==> src/hdl/clrv_pkg.sv <==
// Shared constants, command codes and status types for the conditional
// log-return variance block. No dependencies; used by the divider, datapath, controller, top level and testbench.
package clrv_pkg;

  // Capacity of the return counter and fraction bits of the log value.
  localparam int MAX_RETURNS   = 4194304;
  localparam int LOG_FRAC_BITS = 24;

  // Derived widths.
  localparam int CNT_W    = $clog2(MAX_RETURNS + 1);
  localparam int MAG_W    = LOG_FRAC_BITS + 5;
  localparam int RMAG_W   = LOG_FRAC_BITS + 5;
  localparam int SQ_SHIFT = 2 * LOG_FRAC_BITS - 32;
  localparam int SQP_W    = 2 * RMAG_W + 1;
  localparam int IT_W     = $clog2(LOG_FRAC_BITS);
  localparam int LNP_W    = 48;
  localparam int SUM_W    = 52;
  localparam int SQS_W    = 64;
  localparam int VAR_W    = 41;
  localparam int USED_W   = 23;
  localparam int PRICE_W  = 32;
  localparam int HALF_W   = SUM_W / 2;
  localparam int MACC_W   = 2 * SUM_W;

  // ln(2) in Q0.28 and rounding offsets.
  localparam logic [27:0]        LN2_Q28   = 28'hB17217F;
  localparam logic [SQP_W-1:0]   SQ_HALF   = (SQP_W'(1) << SQ_SHIFT) >> 1;
  localparam logic [MACC_W-1:0]  MSQ_HALF  = (MACC_W'(1) << SQ_SHIFT) >> 1;
  localparam logic [VAR_W-1:0]   VAR_MAX   = '1;
  localparam logic [31:0]        THR_RESET = 32'd6553600;

  // Register addresses (byte address bit 2 selects the register word).
  localparam logic REG_THRESHOLD = 1'b0;

  // Commands from the controller to the datapath.
  typedef enum logic [3:0] {
    CMD_NONE,
    CMD_LOAD,
    CMD_NORM,
    CMD_LOG,
    CMD_LN,
    CMD_SQ,
    CMD_ACC,
    CMD_DIV_MEAN,
    CMD_TAKE_MEAN,
    CMD_DIV_EX2,
    CMD_TAKE_EX2,
    CMD_MSQ_LO,
    CMD_MSQ_MID,
    CMD_MSQ_HI,
    CMD_MSQ_RND,
    CMD_EMIT
  } cmd_t;

  // Status from the datapath to the controller.
  typedef struct packed {
    logic norm_done;
    logic last;
    logic count_zero;
    logic div_done;
    logic out_free;
  } status_t;

endpackage

==> src/hdl/clrv_ctrl.sv <==
// Controller state machine that sequences the datapath for each item.
// Depends on clrv_pkg.
module clrv_ctrl (
  input  logic              clk,
  input  logic              rst,
  input  logic              in_valid,
  output logic              in_ready,
  input  clrv_pkg::status_t status,
  output clrv_pkg::cmd_t    cmd
);

  typedef enum logic [3:0] {
    S_IDLE, S_NORM, S_LOG, S_LN, S_SQ, S_ACC, S_FIN, S_WAIT_MEAN,
    S_DIV_EX2, S_WAIT_EX2, S_MSQ_LO, S_MSQ_MID, S_MSQ_HI, S_MSQ_RND, S_EMIT
  } state_t;

  state_t                      state;
  logic [clrv_pkg::IT_W-1:0]   iter;

  assign in_ready = (state == S_IDLE);

  // Command for the current state.
  always_comb begin
    unique case (state)
      S_IDLE:      cmd = in_valid ? clrv_pkg::CMD_LOAD : clrv_pkg::CMD_NONE;
      S_NORM:      cmd = clrv_pkg::CMD_NORM;
      S_LOG:       cmd = clrv_pkg::CMD_LOG;
      S_LN:        cmd = clrv_pkg::CMD_LN;
      S_SQ:        cmd = clrv_pkg::CMD_SQ;
      S_ACC:       cmd = clrv_pkg::CMD_ACC;
      S_FIN:       cmd = status.count_zero ? clrv_pkg::CMD_NONE : clrv_pkg::CMD_DIV_MEAN;
      S_WAIT_MEAN: cmd = status.div_done ? clrv_pkg::CMD_TAKE_MEAN : clrv_pkg::CMD_NONE;
      S_DIV_EX2:   cmd = clrv_pkg::CMD_DIV_EX2;
      S_WAIT_EX2:  cmd = status.div_done ? clrv_pkg::CMD_TAKE_EX2 : clrv_pkg::CMD_NONE;
      S_MSQ_LO:    cmd = clrv_pkg::CMD_MSQ_LO;
      S_MSQ_MID:   cmd = clrv_pkg::CMD_MSQ_MID;
      S_MSQ_HI:    cmd = clrv_pkg::CMD_MSQ_HI;
      S_MSQ_RND:   cmd = clrv_pkg::CMD_MSQ_RND;
      S_EMIT:      cmd = status.out_free ? clrv_pkg::CMD_EMIT : clrv_pkg::CMD_NONE;
      default:     cmd = clrv_pkg::CMD_NONE;
    endcase
  end

  // State register and squaring counter.
  always_ff @(posedge clk) begin
    if (rst) begin
      state <= S_IDLE;
      iter  <= '0;
    end else begin
      unique case (state)
        S_IDLE: if (in_valid) state <= S_NORM;
        S_NORM: begin
          if (status.norm_done) begin
            state <= S_LOG;
            iter  <= '0;
          end
        end
        S_LOG: begin
          iter <= iter + clrv_pkg::IT_W'(1);
          if (iter == clrv_pkg::IT_W'(clrv_pkg::LOG_FRAC_BITS - 1)) state <= S_LN;
        end
        S_LN:  state <= S_SQ;
        S_SQ:  state <= S_ACC;
        S_ACC: state <= status.last ? S_FIN : S_IDLE;
        S_FIN: state <= status.count_zero ? S_EMIT : S_WAIT_MEAN;
        S_WAIT_MEAN: if (status.div_done) state <= S_DIV_EX2;
        S_DIV_EX2:   state <= S_WAIT_EX2;
        S_WAIT_EX2:  if (status.div_done) state <= S_MSQ_LO;
        S_MSQ_LO:    state <= S_MSQ_MID;
        S_MSQ_MID:   state <= S_MSQ_HI;
        S_MSQ_HI:    state <= S_MSQ_RND;
        S_MSQ_RND:   state <= S_EMIT;
        S_EMIT:      if (status.out_free) state <= S_IDLE;
        default:     state <= S_IDLE;
      endcase
    end
  end

endmodule

==> config.mk <==
export PLATFORM = sky130hd
export DESIGN_NAME = clrv_ctrl
export DESIGN_NICKNAME = d
export VERILOG_FILES = /design/src/hdl/clrv_pkg.sv /design/src/hdl/clrv_ctrl.sv
export SDC_FILE = /design/constraint.sdc
export NUM_CORES = 1
export LEC_CHECK = 0
export BUFFER_PORTS_ARGS = -buffer_cell sky130_fd_sc_hd__buf_2
export CELL_PAD_IN_SITES_DETAIL_PLACEMENT = 1
export CELL_PAD_IN_SITES_GLOBAL_PLACEMENT = 1
export CORE_MARGIN = 8
export CORE_UTILIZATION = 42
export CTS_CLUSTER_DIAMETER = 100
export DETAILED_ROUTE_END_ITERATION = 8
export PLACE_DENSITY = 0.87
export REMOVE_ABC_BUFFERS = 1
export SLEW_MARGIN = 25
export SYNTH_ARGS = -nofsm -noshare
export SYNTH_HDL_FRONTEND = slang
export SYNTH_SLANG_ARGS = --single-unit
==> constraint.sdc <==
create_clock -name clk -period 3.75 [get_ports clk]
set_input_delay 0.75 -clock clk [delete_from_list [all_inputs] [get_ports clk]]
set_output_delay 0.75 -clock clk [all_outputs]
set_load 0.01 [all_outputs]
==> metrics, run 1 <==
RSZ-0062 raised after global routing=false; reg2reg setup slack=1.79 ns; Final Cycle Share=0.675; P_leak=0.000317 uW; setup TNS=0 ns; CP Launch Type=flip-flop; clk root buf=clkbuf_4; via count=732; gr usage total=0.115; fmax=395 MHz; Total Wirelength=1830 um; DRT Pass-1 Iters=4; Die Area=3360 um^2; first-pass GRT wire length=3050 um; Initial Utilization=0.438; clock insertion delay at the later pin of the skew report=0.26 ns; worst path arrival time=1.78 ns; # resized after CTS=0; clock buffer depth=2; WL/cell=15.8 um; register bit total from synthesis=9; YS warnings=0; DRC viols=0; post-DR vias/cell=6.31; largest net degree at the start of global routing=22; grt ovf=0; initial antenna violation count=0; # setup viols final=0; type of the most critical hold path=flip-flop to flip-flop; max_cap viols=0; DRT iter0 DRCs=12; endpoint class of the critical path=primary output; average size of a mapped cell=8.04 um^2; fin. max-slew vios=0; count of final hold-check violations=0; Ports=13; Cell Rows=15; Syn Std Cell Area=739 um^2; Core ar.=1690 um^2; vias in the first global route=684; Post CTS Setup Buffer Count=0; Reg clk slew, reported paths=0.06 ns; hold-fix buffers at CTS=0; Final ANT Viol Nets=0; Area Growth Syn to Fin=6.94%; Seq/Total Area, Yosys=0.244; Chip Width=58.0 um; IO buf count=12; worst hold margin=0.484 ns; die height=58.0 um; Sink Count=9; clk_skew=0.00434 ns; ant diodes=0; Max VDD drop=0.000264 V; CP max FO=18; run status=complete, no violations; Placed Area=764 um^2; cts bufs inserted=3; RePlAce Congestion=0.703; Slew headroom=0.548; placed wire-length estimate=1300 um; cells after synthesis=92; # nets final=109; worst slew pin tran=0.676 ns; critical path class=flip-flop to primary output; CTS tree=built; Period minus WS final=2.53 ns; post-route cell area=791 um^2; WP data required=3.00 ns; library cells used by synthesis=40; H-tree levels=1; share of layout cells above drive strength 1=0.212; power density over the cells=648 nW/um^2
per-stage QoR:
stage	power, uW	utilization	worst slack (ns)	std cells
6_report	513	0.468	1.22	116
5_1_grt	561	0.468	1.06	116
4_1_cts	519	0.468	1.20	116
3_5_place_dp	440	0.453	1.39	112
3_3_place_gp	432	0.453	1.44	112
2_1_floorplan	359	-	1.69	83
cells by family after synthesis:
family | Yosys count | share of synthesized area
AOI/OAI and AO/OA | 31 | 0.313
buffers and inverters | 12 | 0.0914
and+or+nand+nor | 35 | 0.281
muxes | 4 | 0.0541
adders and majority gates | 1 | 0.0169
DFF | 9 | 0.244
sequential cells by signal, indices dropped and copies added (netlist names):
register  flops
iter          5
state         4
power breakdown:
part | internal [uW] | switching [uW]
registers | 113 | 68.6
logic | 126 | 131
clock network | 41.0 | 34.0
cells in the mapped netlist:
| cell | n | area, um^2 |
|---|---|---|
| buf_4 | 2 | 15.0 |
| nand3_1 | 2 | 10.0 |
| or4_4 | 1 | 11.3 |
| or3b_1 | 1 | 8.76 |
| and3b_1 | 1 | 8.76 |
| a221oi_1 | 1 | 8.76 |
| or2_2 | 1 | 6.26 |
| nor4_1 | 2 | 12.5 |
| and4b_1 | 1 | 10.0 |
| a21oi_1 | 6 | 30.0 |
| a311oi_1 | 2 | 17.5 |
| nor4b_2 | 1 | 15.0 |
| o211ai_1 | 1 | 7.51 |
| mux2i_1 | 4 | 40.0 |
| dfxtp_1 | 9 | 180 |
| inv_1 | 3 | 11.3 |
| ha_1 | 1 | 12.5 |
| clkbuf_1 | 4 | 15.0 |
| o211a_1 | 1 | 10.0 |
| nor2b_1 | 3 | 18.8 |
| nand3b_1 | 2 | 15.0 |
| a21oi_4 | 1 | 16.3 |
| nand4_1 | 1 | 6.26 |
| a31oi_1 | 1 | 6.26 |
| nand4b_1 | 1 | 8.76 |
| o22ai_1 | 2 | 12.5 |
| buf_1 | 1 | 3.75 |
| a22o_1 | 1 | 8.76 |
| nand2b_1 | 2 | 12.5 |
| o21a_1 | 1 | 7.51 |
| o221ai_1 | 1 | 8.76 |
| nor2_1 | 10 | 37.5 |
| o21ai_0 | 6 | 30.0 |
| a41oi_1 | 2 | 17.5 |
| a211oi_2 | 2 | 25.0 |
| a22oi_1 | 1 | 7.51 |
| nand2_1 | 3 | 11.3 |
| nor3_1 | 3 | 15.0 |
| a211o_1 | 2 | 17.5 |
| buf_6 | 2 | 22.5 |
final cells by class:
class | instances | area [um^2]
fill | 224 | 898
multi-input combinational | 71 | 492
sequential | 9 | 180
timing repair buffer | 12 | 60.1
clock buffer | 4 | 26.3
tap | 17 | 21.3
inverter | 3 | 11.3
worst max-delay path, stage by stage, from the launching register on:
cell and delay, ns:
dfxtp_1 0.69, mux2i_1 0.29, a21oi_1 0.09, or2_2 0.31, buf_2 0.14
routing by layer:
metal	routed length, um	vias to the layer above	global-route usage
met3	117	5	0.0309
met5	0	-	0
met1	800	345	0.130
met2	862	15	0.183
met4	47	0	0.0839
li1	-	367	-
placed cells by master, fill, tap and decap left out, types with 3 or more instances in the layout:
cell | Yosys | final
mux2i_1 | 4 | 4
o21ai_0 | 6 | 6
dfxtp_1 | 9 | 9
inv_1 | 3 | 3
buf_2 | 0 | 12
a21oi_1 | 6 | 6
nor2_1 | 10 | 10
nor2b_1 | 3 | 3
nand2_1 | 3 | 3
nor3_1 | 3 | 3
clkbuf_4 | 0 | 3
worst paths after layout:
| check | start | to | cells past startpoint |
|---|---|---|---|
| worst max register to register | state[1]$_SDFFE_PP0P_ | iter[3]$_SDFFE_PP0P_ | 3 |
| worst max-delay path | state[3]$_SDFFE_PP0P_ | cmd[1] | 4 |
| worst min-delay path | iter[4]$_SDFFE_PP0P_ | iter[4]$_SDFFE_PP0P_ | 1 |
| worst min register to register | iter[4]$_SDFFE_PP0P_ | iter[4]$_SDFFE_PP0P_ | 1 |
No activity file was read; power rests on OpenSTA's default activity.
==> inputs of run 2 (changes only) <==
--- a/config.mk
+++ b/config.mk
@@ -9,10 +9,10 @@
 export CELL_PAD_IN_SITES_DETAIL_PLACEMENT = 1
 export CELL_PAD_IN_SITES_GLOBAL_PLACEMENT = 1
 export CORE_MARGIN = 8
-export CORE_UTILIZATION = 42
+export CORE_UTILIZATION = 39
 export CTS_CLUSTER_DIAMETER = 100
 export DETAILED_ROUTE_END_ITERATION = 8
-export PLACE_DENSITY = 0.87
+export PLACE_DENSITY = 0.82
 export REMOVE_ABC_BUFFERS = 1
 export SLEW_MARGIN = 25
 export SYNTH_ARGS = -nofsm -noshare
==> constraint.sdc (replaced) <==
create_clock -name clk -period 2.55 [get_ports clk]
set_input_delay 0.51 -clock clk [delete_from_list [all_inputs] [get_ports clk]]
set_output_delay 0.51 -clock clk [all_outputs]
set_load 0.01 [all_outputs]
==> run 2 against run 1 <==
Effect of this change:
- clock power up 51%
- critical path depth unchanged
- total power increased by 48%
- final cell count up 7.8%
- cell area rose by 2.2%
- wire length grew 0.60%
- critical path type unchanged
- global-route usage shrank 0.11 points
- sequential share of layout area is 0.49 points lower
- sequential cell count stayed put
==> metrics, run 2 (synthesis results as in run 1) <==
cts bufs inserted=3; hold-fix buffers at CTS=0; # nets final=110; CTS tree=built; hold depth=1; largest net degree at the start of global routing=22; Total Wirelength=1840 um; Area Growth Syn to Fin=9.31%; die height=59.5 um; clock insertion delay at the later pin of the skew report=0.27 ns; Chip Width=59.5 um; post-route cell area=808 um^2; Die Area=3550 um^2; max_cap viols=0; CP max FO=17; FF/Latch Area=180 um^2; Post CTS Setup Buffer Count=0; Placed Area=782 um^2; post-DR vias/cell=5.93; clock buffer depth=2; fmax=443 MHz; Multi-input gate area=492 um^2; clk_skew=0.00528 ns; max reg flops=5; met2 wire length=825 um; placed wire-length estimate=1360 um; most common cell after layout, fill and taps aside=buf_2; gr usage total=0.114; count of final hold-check violations=0; worst slew pin tran=0.684 ns; worst path arrival time=1.75 ns; first-pass GRT wire length=3170 um; # resized after CTS=0; DRC viols=0; WP data required=2.04 ns; met3 routed WL=97 um; vias in the first global route=708; Slew headroom=0.543; IO buf count=12; Sink Count=9; share of layout cells above drive strength 1=0.220; DRT Pass-1 Iters=3; Final Cycle Share=0.886; DRT iter0 DRCs=9; Initial Utilization=0.419; ant diodes=0; setup TNS=0 ns; Met1 Wirelength=877 um; Filler Cells Inserted=237; endpoint class of the critical path=primary output; top layer in use=met4; Ports=13; Reg clk slew, reported paths=0.06 ns; RSZ-0062 raised after global routing=false; critical path class=flip-flop to primary output; P_leak=0.000322 uW; Period minus WS final=2.26 ns; commonest non-fill, non-tap cells in the layout=buf_2, nor2_1, dfxtp_1; type of the most critical hold path=flip-flop to flip-flop; H-tree levels=1; Core ar.=1760 um^2; Cell Rows=15; Final ANT Viol Nets=0; CP Launch Type=flip-flop; reg2reg path depth=3; Max VDD drop=0.000380 V; via count=741; WL/cell=14.7 um; grt ovf=0; power density over the cells=939 nW/um^2; run status=complete, no violations; # setup viols final=0; Top reg by flops=iter; top flop regs=iter (5), state (4); clk root buf=clkbuf_4; initial antenna violation count=0; fin. max-slew vios=0; reg2reg setup slack=0.58 ns; RePlAce Congestion=0.718
run 2: area by class of cell:
cell class                      count  share of cell area
Clock buffer                        4              0.0325
Inverter                            3              0.0139
Multi-Input combinational cell     71               0.608
Sequential cell                     9               0.223
Tap cell                           25              0.0387
Timing Repair Buffer               13              0.0836
run 2: critical path: stages, from the launching register on:
cell and delay (ns):
dfxtp_1 0.73, nand2b_1 0.25, a21oi_1 0.06, or2_2 0.31, buf_2 0.14
run 2: worst paths after layout:
| path | startpoint | endpoint |
|---|---|---|
| max | state[0]$_SDFFE_PP0P_ | cmd[1] |
| min | iter[4]$_SDFFE_PP0P_ | iter[4]$_SDFFE_PP0P_ |
| max reg2reg | state[1]$_SDFFE_PP0P_ | iter[3]$_SDFFE_PP0P_ |
| min reg2reg | iter[4]$_SDFFE_PP0P_ | iter[4]$_SDFFE_PP0P_ |
run 2: power breakdown:
group	switching, uW	total (uW)	internal [uW]	leakage, uW
combinational	193	378	185	0.000234
clock	52.5	113	60.5	0.0000150
sequential	102	268	166	0.0000731
run 2: layer usage:
layer,up-vias,GRT usage
met1,356,0.127
li1,367,-
met4,0,0.0714
met2,14,0.188
met3,4,0.0304
met5,-,0
run 2: through the flow:
| step | utilization | setup slack [ns] | total power, uW | cells | hold WS (ns) |
|---|---|---|---|---|---|
| CTS | 0.458 | 0.286 | 770 | 125 | 0.480 |
| detailed placement | 0.443 | 0.569 | 654 | 121 | 0.472 |
| finish | 0.458 | 0.292 | 759 | 125 | 0.479 |
| floorplan | - | 0.823 | 528 | 83 | 0.435 |
| global placement | 0.443 | 0.649 | 632 | 121 | 0.464 |
| global route | 0.458 | 0.159 | 823 | 125 | 0.494 |
